<file path="src/design/imm_pkg.sv">
package imm_pkg;

    // Fixed field widths
    localparam int CFG_W     = 4;
    localparam int CFG_IDX_W = 2;
    localparam int ELEM_IN_W = 16;
    localparam int PROD_W    = 35;
    localparam int IDX_W     = 3;

    // Configuration register indexes
    typedef enum logic [CFG_IDX_W-1:0] {
        REG_ROWS_A = 2'd0,
        REG_COLS_A = 2'd1,
        REG_ROWS_B = 2'd2,
        REG_COLS_B = 2'd3
    } t_reg_idx;

    // Controller to datapath commands
    typedef struct packed {
        logic             wr_a;      // store request element in A
        logic             wr_b;      // store request element in B
        logic             rd_en;     // read one A/B pair into the MAC pipe
        logic             rd_first;  // first term of a dot product
        logic             rd_last;   // last term of a dot product
        logic             put;       // move finished sum to the output
        logic             put_err;   // emit a dimension error result
        logic             put_last;  // final element of the product matrix
        logic [IDX_W-1:0] put_row;
        logic [IDX_W-1:0] put_col;
    } t_cmd;

    // Datapath to controller status
    typedef struct packed {
        logic acc_done;  // accumulator holds a finished dot product
        logic out_free;  // output register can take a result this cycle
    } t_status;

endpackage

</file>
<file path="src/design/imm_ctrl.sv">
module imm_ctrl import imm_pkg::*; #(
    parameter int MAX_DIM = 8
) (
    input  logic                                   i_clk,
    input  logic                                   i_rst_n,
    input  logic                                   i_cfg_we,
    input  logic [CFG_IDX_W-1:0]                   i_cfg_index,
    input  logic [CFG_W-1:0]                       i_cfg_data,
    input  logic                                   i_in_valid,
    output logic                                   o_in_stall,
    input  t_status                                i_status,
    output t_cmd                                   o_cmd,
    output logic [$clog2(MAX_DIM*MAX_DIM)-1:0]     o_wr_addr,
    output logic [$clog2(MAX_DIM*MAX_DIM)-1:0]     o_rd_a_addr,
    output logic [$clog2(MAX_DIM*MAX_DIM)-1:0]     o_rd_b_addr
);

    localparam int DW = $clog2(MAX_DIM + 1);
    localparam int CW = $clog2(MAX_DIM * MAX_DIM + 1);
    localparam int AW = $clog2(MAX_DIM * MAX_DIM);
    localparam int IW = $clog2(MAX_DIM);

    typedef enum logic [1:0] {
        S_LOAD,
        S_MAC,
        S_PUT
    } t_state;

    t_state           r_state;
    logic [CFG_W-1:0] r_rows_a, r_cols_a, r_rows_b, r_cols_b;
    logic             r_in_b;
    logic [AW-1:0]    r_ld_addr;
    logic [IW-1:0]    r_r, r_c, r_k;
    logic [AW-1:0]    r_a_base, r_a_addr, r_b_addr;

    logic [DW-1:0]    ra, ca, rb, cb;
    logic [CW-1:0]    total_a, total_b;
    logic [IW-1:0]    ra_m1, ca_m1, cb_m1;
    logic             mismatch;
    logic             accept;
    logic             ld_end_a, ld_end_b;
    logic             k_last, c_last, r_last;

    // Zero acts as one, anything above the maximum acts as the maximum
    function automatic logic [DW-1:0] eff_dim(input logic [CFG_W-1:0] v);
        logic [DW-1:0] d;
        if (v == '0) begin
            d = DW'(1);
        end else if (int'(v) > MAX_DIM) begin
            d = DW'(MAX_DIM);
        end else begin
            d = DW'(v);
        end
        return d;
    endfunction

    // Effective dimensions and element totals
    always_comb begin
        ra       = eff_dim(r_rows_a);
        ca       = eff_dim(r_cols_a);
        rb       = eff_dim(r_rows_b);
        cb       = eff_dim(r_cols_b);
        total_a  = CW'(ra) * CW'(ca);
        total_b  = CW'(rb) * CW'(cb);
        ra_m1    = IW'(ra - DW'(1));
        ca_m1    = IW'(ca - DW'(1));
        cb_m1    = IW'(cb - DW'(1));
        mismatch = (ca != rb);
    end

    // Input handshake: error requests need a free output register
    assign o_in_stall = (r_state != S_LOAD) || (mismatch && !i_status.out_free);
    assign accept     = i_in_valid && !o_in_stall;

    assign ld_end_a = (CW'(r_ld_addr) == total_a - CW'(1));
    assign ld_end_b = (CW'(r_ld_addr) == total_b - CW'(1));
    assign k_last   = (r_k == ca_m1);
    assign c_last   = (r_c == cb_m1);
    assign r_last   = (r_r == ra_m1);

    // Commands to the datapath
    always_comb begin
        o_cmd          = '0;
        o_cmd.wr_a     = accept && !mismatch && !r_in_b;
        o_cmd.wr_b     = accept && !mismatch && r_in_b;
        o_cmd.put_err  = accept && mismatch;
        o_cmd.rd_en    = (r_state == S_MAC);
        o_cmd.rd_first = (r_k == '0);
        o_cmd.rd_last  = k_last;
        o_cmd.put      = (r_state == S_PUT) && i_status.acc_done && i_status.out_free;
        o_cmd.put_last = r_last && c_last;
        o_cmd.put_row  = IDX_W'(r_r);
        o_cmd.put_col  = IDX_W'(r_c);
        o_wr_addr      = r_ld_addr;
        o_rd_a_addr    = r_a_addr;
        o_rd_b_addr    = r_b_addr;
    end

    // State, configuration and sequencing counters
    always_ff @(posedge i_clk) begin
        if (!i_rst_n) begin
            r_state   <= S_LOAD;
            r_rows_a  <= CFG_W'(1);
            r_cols_a  <= CFG_W'(1);
            r_rows_b  <= CFG_W'(1);
            r_cols_b  <= CFG_W'(1);
            r_in_b    <= 1'b0;
            r_ld_addr <= '0;
            r_r       <= '0;
            r_c       <= '0;
            r_k       <= '0;
            r_a_base  <= '0;
            r_a_addr  <= '0;
            r_b_addr  <= '0;
        end else if (i_cfg_we) begin
            // any register write restarts loading
            unique case (i_cfg_index)
                REG_ROWS_A: r_rows_a <= i_cfg_data;
                REG_COLS_A: r_cols_a <= i_cfg_data;
                REG_ROWS_B: r_rows_b <= i_cfg_data;
                REG_COLS_B: r_cols_b <= i_cfg_data;
                default:    r_rows_a <= r_rows_a;
            endcase
            r_in_b    <= 1'b0;
            r_ld_addr <= '0;
        end else begin
            unique case (r_state)
                S_LOAD: begin
                    if (accept && !mismatch) begin
                        if (!r_in_b) begin
                            if (ld_end_a) begin
                                r_in_b    <= 1'b1;
                                r_ld_addr <= '0;
                            end else begin
                                r_ld_addr <= r_ld_addr + AW'(1);
                            end
                        end else if (ld_end_b) begin
                            // last element of B: start the product
                            r_in_b    <= 1'b0;
                            r_ld_addr <= '0;
                            r_r       <= '0;
                            r_c       <= '0;
                            r_k       <= '0;
                            r_a_base  <= '0;
                            r_a_addr  <= '0;
                            r_b_addr  <= '0;
                            r_state   <= S_MAC;
                        end else begin
                            r_ld_addr <= r_ld_addr + AW'(1);
                        end
                    end
                end
                S_MAC: begin
                    // walk row r of A and column c of B
                    if (k_last) begin
                        r_state <= S_PUT;
                    end else begin
                        r_k      <= r_k + IW'(1);
                        r_a_addr <= r_a_addr + AW'(1);
                        r_b_addr <= r_b_addr + AW'(cb);
                    end
                end
                S_PUT: begin
                    if (o_cmd.put) begin
                        r_k <= '0;
                        if (r_last && c_last) begin
                            r_state <= S_LOAD;
                        end else if (c_last) begin
                            r_c      <= '0;
                            r_r      <= r_r + IW'(1);
                            r_a_base <= r_a_base + AW'(ca);
                            r_a_addr <= r_a_base + AW'(ca);
                            r_b_addr <= '0;
                            r_state  <= S_MAC;
                        end else begin
                            r_c      <= r_c + IW'(1);
                            r_a_addr <= r_a_base;
                            r_b_addr <= AW'(r_c) + AW'(1);
                            r_state  <= S_MAC;
                        end
                    end
                end
                default: r_state <= S_LOAD;
            endcase
        end
    end

endmodule

</file>
<file path="src/design/imm_dp.sv">
module imm_dp import imm_pkg::*; #(
    parameter int MAX_DIM   = 8,
    parameter int ELEM_BITS = 16
) (
    input  logic                                   i_clk,
    input  logic                                   i_rst_n,
    input  t_cmd                                   i_cmd,
    input  logic [$clog2(MAX_DIM*MAX_DIM)-1:0]     i_wr_addr,
    input  logic [$clog2(MAX_DIM*MAX_DIM)-1:0]     i_rd_a_addr,
    input  logic [$clog2(MAX_DIM*MAX_DIM)-1:0]     i_rd_b_addr,
    input  logic [ELEM_BITS-1:0]                   i_element,
    input  logic                                   i_out_stall,
    output t_status                                o_status,
    output logic                                   o_out_valid,
    output logic signed [PROD_W-1:0]               o_product,
    output logic [IDX_W-1:0]                       o_row_index,
    output logic [IDX_W-1:0]                       o_col_index,
    output logic                                   o_last,
    output logic                                   o_dims_error
);

    localparam int DEPTH = MAX_DIM * MAX_DIM;
    localparam int AW    = $clog2(DEPTH);
    localparam int MW    = 2 * ELEM_BITS;
    localparam int XW    = (MW > PROD_W) ? MW : PROD_W;

    logic [ELEM_BITS-1:0]        mem_a [DEPTH];
    logic [ELEM_BITS-1:0]        mem_b [DEPTH];

    logic signed [ELEM_BITS-1:0] r_a_q, r_b_q;
    logic                        r_s1_v, r_s1_first, r_s1_last;
    logic signed [PROD_W-1:0]    r_prod;
    logic                        r_s2_v, r_s2_first, r_s2_last;
    logic signed [PROD_W-1:0]    r_acc;
    logic                        r_acc_done;
    logic                        r_out_valid;

    logic signed [MW-1:0]        mul;
    logic signed [XW-1:0]        mul_x;

    // Element stores: one write and one registered read each
    always_ff @(posedge i_clk) begin
        if (i_cmd.wr_a) begin
            mem_a[i_wr_addr] <= i_element;
        end
        if (i_cmd.wr_b) begin
            mem_b[i_wr_addr] <= i_element;
        end
        r_a_q <= mem_a[i_rd_a_addr];
        r_b_q <= mem_b[i_rd_b_addr];
    end

    // Multiply, sign extended or wrapped to the product width
    assign mul   = r_a_q * r_b_q;
    assign mul_x = XW'(mul);

    always_ff @(posedge i_clk) begin
        r_s1_first <= i_cmd.rd_first;
        r_s1_last  <= i_cmd.rd_last;
        r_prod     <= mul_x[PROD_W-1:0];
        r_s2_first <= r_s1_first;
        r_s2_last  <= r_s1_last;
        if (r_s2_v) begin
            r_acc <= r_s2_first ? r_prod : r_acc + r_prod;
        end
    end

    // Pipe valid bits and finished-sum flag
    always_ff @(posedge i_clk) begin
        if (!i_rst_n) begin
            r_s1_v     <= 1'b0;
            r_s2_v     <= 1'b0;
            r_acc_done <= 1'b0;
        end else begin
            r_s1_v <= i_cmd.rd_en;
            r_s2_v <= r_s1_v;
            if (i_cmd.put) begin
                r_acc_done <= 1'b0;
            end else if (r_s2_v && r_s2_last) begin
                r_acc_done <= 1'b1;
            end
        end
    end

    // Output register valid
    always_ff @(posedge i_clk) begin
        if (!i_rst_n) begin
            r_out_valid <= 1'b0;
        end else begin
            priority if (i_cmd.put || i_cmd.put_err) begin
                r_out_valid <= 1'b1;
            end else if (!i_out_stall) begin
                r_out_valid <= 1'b0;
            end
        end
    end

    // Output payload
    always_ff @(posedge i_clk) begin
        priority if (i_cmd.put) begin
            o_product    <= r_acc;
            o_row_index  <= i_cmd.put_row;
            o_col_index  <= i_cmd.put_col;
            o_last       <= i_cmd.put_last;
            o_dims_error <= 1'b0;
        end else if (i_cmd.put_err) begin
            o_product    <= '0;
            o_row_index  <= '0;
            o_col_index  <= '0;
            o_last       <= 1'b0;
            o_dims_error <= 1'b1;
        end
    end

    assign o_out_valid       = r_out_valid;
    assign o_status.acc_done = r_acc_done;
    assign o_status.out_free = !r_out_valid || !i_out_stall;

endmodule

</file>
<file path="src/design/integer_matrix_multiply.sv">
// Loading: one element request per cycle, no result until the last element of B.
// After the last element of B, each product element reads one A/B pair from the stores per
// term through the read/multiply/add pipe and waits for a free output register; input
// stays stalled until the last product element has moved to the output.
// A dimension error request returns one result; it is accepted once the output frees.
// Synchronous active-low reset clears control, sets all dimensions to 1; stores keep data.
module integer_matrix_multiply import imm_pkg::*; #(
    parameter int MAX_DIM   = 8,
    parameter int ELEM_BITS = 16
) (
    input  logic                     i_clk,
    input  logic                     i_rst_n,
    input  logic                     i_cfg_we,
    input  logic [CFG_IDX_W-1:0]     i_cfg_index,
    input  logic [CFG_W-1:0]         i_cfg_data,
    input  logic                     i_in_valid,
    output logic                     o_in_stall,
    input  logic [ELEM_IN_W-1:0]     i_element,
    output logic                     o_out_valid,
    input  logic                     i_out_stall,
    output logic signed [PROD_W-1:0] o_product,
    output logic [IDX_W-1:0]         o_row_index,
    output logic [IDX_W-1:0]         o_col_index,
    output logic                     o_last,
    output logic                     o_dims_error
);

    localparam int AW = $clog2(MAX_DIM * MAX_DIM);

    t_cmd                 cmd;
    t_status              status;
    logic [AW-1:0]        wr_addr, rd_a_addr, rd_b_addr;
    logic [ELEM_BITS-1:0] element;

    // Low ELEM_BITS bits of the request element
    assign element = ELEM_BITS'(i_element);

    imm_ctrl #(
        .MAX_DIM (MAX_DIM)
    ) u_ctrl (
        .i_clk       (i_clk),
        .i_rst_n     (i_rst_n),
        .i_cfg_we    (i_cfg_we),
        .i_cfg_index (i_cfg_index),
        .i_cfg_data  (i_cfg_data),
        .i_in_valid  (i_in_valid),
        .o_in_stall  (o_in_stall),
        .i_status    (status),
        .o_cmd       (cmd),
        .o_wr_addr   (wr_addr),
        .o_rd_a_addr (rd_a_addr),
        .o_rd_b_addr (rd_b_addr)
    );

    imm_dp #(
        .MAX_DIM   (MAX_DIM),
        .ELEM_BITS (ELEM_BITS)
    ) u_dp (
        .i_clk        (i_clk),
        .i_rst_n      (i_rst_n),
        .i_cmd        (cmd),
        .i_wr_addr    (wr_addr),
        .i_rd_a_addr  (rd_a_addr),
        .i_rd_b_addr  (rd_b_addr),
        .i_element    (element),
        .i_out_stall  (i_out_stall),
        .o_status     (status),
        .o_out_valid  (o_out_valid),
        .o_product    (o_product),
        .o_row_index  (o_row_index),
        .o_col_index  (o_col_index),
        .o_last       (o_last),
        .o_dims_error (o_dims_error)
    );

endmodule

</file>
<file path="config.mk">
export PLATFORM = sky130hd
export DESIGN_NAME = integer_matrix_multiply
export DESIGN_NICKNAME = d
export VERILOG_FILES = /design/src/design/imm_pkg.sv /design/src/design/imm_ctrl.sv /design/src/design/imm_dp.sv /design/src/design/integer_matrix_multiply.sv
export SDC_FILE = /design/constraint.sdc
export NUM_CORES = 2
export LEC_CHECK = 0
export BUFFER_PORTS_ARGS = -buffer_cell sky130_fd_sc_hd__buf_2
export CORE_ASPECT_RATIO = 1.5
export CORE_MARGIN = 2
export CORE_UTILIZATION = 55
export CTS_CLUSTER_DIAMETER = 30
export DETAILED_ROUTE_END_ITERATION = 6
export GPL_TIMING_DRIVEN = 0
export PLACE_DENSITY_LB_ADDON = 0.2
export REMOVE_ABC_BUFFERS = 1
export SYNTH_ARGS = -nofsm -noshare
export SYNTH_HDL_FRONTEND = slang
export SYNTH_SLANG_ARGS = --single-unit
</file>
<file path="constraint.sdc">
create_clock -name i_clk -period 15.5 [get_ports i_clk]
set_input_delay 0.775 -clock i_clk [delete_from_list [all_inputs] [get_ports i_clk]]
set_output_delay 0.775 -clock i_clk [all_outputs]
set_load 0.05 [all_outputs]
</file>
==> run_results.csv <==
group,metric,value,unit
outcome,status,"finished with violations",
outcome,violations,"DRC",
sta,hold_viol_final,0,
yosys,synth_area,98300,sq um
placed_design,hpwl,150,mm
yosys,netlist_top_cells_area,"edfxtp_1, mux4_2, fa_1",
power_and_ir_drop,p_int,13.4,mW
sta,slew_headroom,13.2,%
yosys,synth_area_leader_cell,"edfxtp_1",
floorplan,die_h,522,um
power_and_ir_drop,comb_power_share,22.7,%
critical_path,critPathRequiredTime,16.26,ns
critical_path,r2r_cells,20,
cts,cts_tree,"built",
critical_path,critPathLaunchType,"register",
floorplan,design.die.area,182000,sq um
critical_path,critPathKind,"reg -> reg",
sta,maxSlewViolCount,0,
yosys,yosys_most_used_dff,"edfxtp_1",
power_and_ir_drop,p_switching,5.40,mW
cts,cts_buffer_depth,4,
critical_path,cp-endpoint,"u_dp.r_prod[30]$_DFF_P_",
route,wl_per_cell,28.0,um
cts,cts_max_level,5,
route,wl,227,mm
power_and_ir_drop,power.density,162,nW/um^2
placed_design,placed_cell_area,104000,sq um
grt,grt_pass1_wl,340,mm
sta,finClkSkew,0.0724,ns
route,drt_iter0_drc,4113,
power_and_ir_drop,p_leak,38.7,nW
layout,area.growth.synth_to_final,17.7,%
grt,grt_antenna_before_repair,22,
route,vias,48781,
grt,grt_pass1_vias,52554,
yosys,synthCells,5180,
critical_path,arrival,7.63,ns
critical_path,rr_startpoint,"u_dp.r_b_q[1]$_DFF_P_",
floorplan,die_w,349,um
route,drtPass1Iterations,7,
layout,drive_gt1_share,28.7,%
critical_path,r2r_end,"u_dp.r_prod[30]$_DFF_P_",
floorplan,start_util,55.2,%
cts,post_cts_buffers,0,
route,via_per_inst,6.02,
power_and_ir_drop,ir_drop,164,uV
placed_design,port_buffers,71,
cts,clock_tree.root_cell,"clkbuf_16",
cts,cts_resized,0,
yosys,synth-edff-count,2125,
cts,worstSkewPairLatency,0.87,ns
route,remaining_drc_errors,2,
grt,grt_overflow,0,
sta,setup_violations,0,
cts,numCtsBuffers,334,
power_and_ir_drop,pwr-share-seq,36.5,%
yosys,synth-seq-cells,2250,
critical_path,crit_fanout,16,
grt,grt_start_max_net_pins,94,
placed_design,gp_congestion,0.854,
min_path,min_path_type,"in -> reg",
yosys,yosysWarnings,0,
floorplan,std_cell_rows,190,
layout,utilization,65.0,%
sta,rsz0062_at_grt,"no",
critical_path,cp-startpoint,"u_dp.r_b_q[1]$_DFF_P_",
yosys,synthArstFlopShare,0,%
layout,layout.nets,5969,
yosys,synthTopCellsByCount,"edfxtp_1, mux4_2, inv_1, fa_1, nand2_1",
route,ant_nets,0,
power_and_ir_drop,pwr-share-clk,40.8,%
cts,path_clk_slew,0.05,ns
sta,fin_crit_sh,44.3,%
cts,cts.sink_count,2250,
yosys,synth.most_common_cell,"edfxtp_1",
yosys,synth_seq_area_share,67.4,%
sta,max_freq,146,MHz
floorplan,io_pins,72,
layout,nFillCells,11559,
grt,track_usage,25.5,%
yosys,yosysTopAreaCellShare,64.9,%
sta,fin_setup_tns,0,ns
sta,worst_pin_slew,1.30,ns
flow_run,cap_violations,0,
cts,hold_buffers,0,
critical_path,cp-end-kind,"register",
sta,fin_crit,6.87,ns
power_and_ir_drop,power.share.switching,28.8,%
sta,holdWs,0.271,ns
floorplan,coreArea,178000,sq um
critical_path,reg2reg_slack,8.63,ns
yosys,avgSynthCellArea,19.0,sq um
yosys,synth.distinct_cells,71,
layout,final_area,116000,sq um
[layout make-up]
class | instances | area, sq um | share of cell area [%]
flip-flops and latches | 2250 | 66300 | 57.3
multi-input cells | 2344 | 30100 | 26.0
clock buffers | 365 | 8610 | 7.44
repair buffers | 237 | 3550 | 3.07
clock inverters | 241 | 2910 | 2.51
well taps | 2304 | 2880 | 2.49
inverters | 337 | 1260 | 1.09
diodes | 27 | 67.6 | 0.0584
[power by group through the flow]
stage               sequential (mW)  clock [mW]  combinational, mW
finish                         6.86        7.67               4.25
global route                   6.86        8.04               4.83
CTS                            6.86        7.78               4.29
detailed placement             6.98           0               4.26
global placement               6.99           0               4.15
floorplan                      6.99           0               3.24
[stage by stage]
| stage | total power, mW | instances | setup WS, ns |
|---|---|---|---|
| 2_1_floorplan | 10.2 | 4931 | 3.28 |
| 3_3_place_gp | 11.1 | 7306 | -2.17 |
| 3_5_place_dp | 11.2 | 7471 | 8.62 |
| 4_1_cts | 18.9 | 8077 | 8.61 |
| 5_1_grt | 19.7 | 8103 | 8.22 |
| 6_report | 18.8 | 8105 | 8.63 |
[worst max-delay path, stage by stage (launching register included)]
cell	delay, ns
dfxtp_1	0.79
nand2_1	0.21
inv_1	0.17
fa_1	0.57
fa_1	0.59
fa_1	0.45
fa_1	0.51
fa_1	0.50
inv_1	0.05
fa_1	0.47
inv_1	0.04
ha_1	0.36
a21o_1	0.20
a221o_1	0.35
a31oi_1	0.25
o21a_1	0.19
a311oi_1	0.09
or3_1	0.45
a31o_2	0.25
a21oi_1	0.17
xnor2_1	0.13
[kinds of logic after synthesis]
kind of cell	Yosys count	share of synthesized area, %
DFF	2250	67.4
and+or+nand+nor	801	4.01
muxes	709	15.8
buffers and inverters	586	2.25
adders and majority gates	438	7.67
AOI/OAI and AO/OA	282	1.83
xor gates and xnor gates	114	1.02
[placed cells by master, fill, tap and decap left out, types with 36 or more instances in the layout]
| cell | netlist | layout |
|---|---|---|
| inv_1 | 337 | 336 |
| inv_6 | 0 | 53 |
| nor2_1 | 215 | 89 |
| mux4_2 | 672 | 672 |
| nand2_1 | 232 | 231 |
| buf_2 | 1 | 55 |
| and2_1 | 174 | 174 |
| buf_16 | 0 | 53 |
| o21ai_0 | 69 | 69 |
| bufinv_16 | 0 | 37 |
| dfxtp_1 | 125 | 113 |
| clkbuf_16 | 0 | 338 |
| xor2_1 | 36 | 36 |
| buf_8 | 0 | 107 |
| fa_1 | 275 | 275 |
| a21oi_1 | 79 | 79 |
| clkinvlp_4 | 0 | 37 |
| edfxtp_1 | 2125 | 2125 |
| xnor2_1 | 78 | 78 |
| nor2_2 | 0 | 126 |
| ha_1 | 163 | 163 |
[metal layers]
layer | vias up | share of wire (%) | global-route usage (%)
met5 | - | 0.037 | 0
met4 | 14 | 4.9 | 12.4
met3 | 423 | 5.2 | 4.44
met2 | 1522 | 54 | 45.6
met1 | 25865 | 36 | 29.8
li1 | 20957 | - | -
[state kept, by name, indices dropped and copies added, names as in the netlist, 2 cells and up]
| signal | count |
|---|---|
| u_dp.o_col_index | 3 |
| u_dp.mem_b | 1024 |
| u_dp.o_row_index | 3 |
| u_dp.r_b_q | 16 |
| u_ctrl.r_r | 3 |
| u_ctrl.o_wr_addr | 6 |
| u_ctrl.r_state | 2 |
| u_ctrl.r_rows_a | 4 |
| u_dp.r_prod | 32 |
| u_ctrl.o_rd_b_addr | 6 |
| u_dp.mem_a | 1024 |
| u_dp.o_product | 35 |
| u_ctrl.r_a_base | 6 |
| u_dp.r_a_q | 16 |
| u_ctrl.r_rows_b | 4 |
| u_ctrl.o_rd_a_addr | 6 |
| u_ctrl.r_cols_b | 4 |
| u_ctrl.r_k | 3 |
| u_ctrl.r_cols_a | 4 |
| u_dp.r_acc | 35 |
| u_ctrl.r_c | 3 |
[how the worst min path moves through the flow]
stage / startpoint / endpoint / slack, ns / cells after the start
global placement: u_dp.r_s1_last$_DFF_P_ / u_dp.r_s2_last$_DFF_P_ / 0.31 / 0
global route: i_cfg_data[0] / u_ctrl.r_rows_b[0]$_SDFFE_PN1P_ / 0.26 / 3
finish: i_cfg_data[0] / u_ctrl.r_rows_b[0]$_SDFFE_PN1P_ / 0.27 / 3
detailed placement: u_dp.r_s1_last$_DFF_P_ / u_dp.r_s2_last$_DFF_P_ / 0.31 / 0
floorplan: u_dp.r_s1_first$_DFF_P_ / u_dp.r_s2_first$_DFF_P_ / 0.31 / 0
CTS: i_cfg_data[0] / u_ctrl.r_rows_b[0]$_SDFFE_PN1P_ / 0.21 / 3
Power figures use the tool's default switching activity.
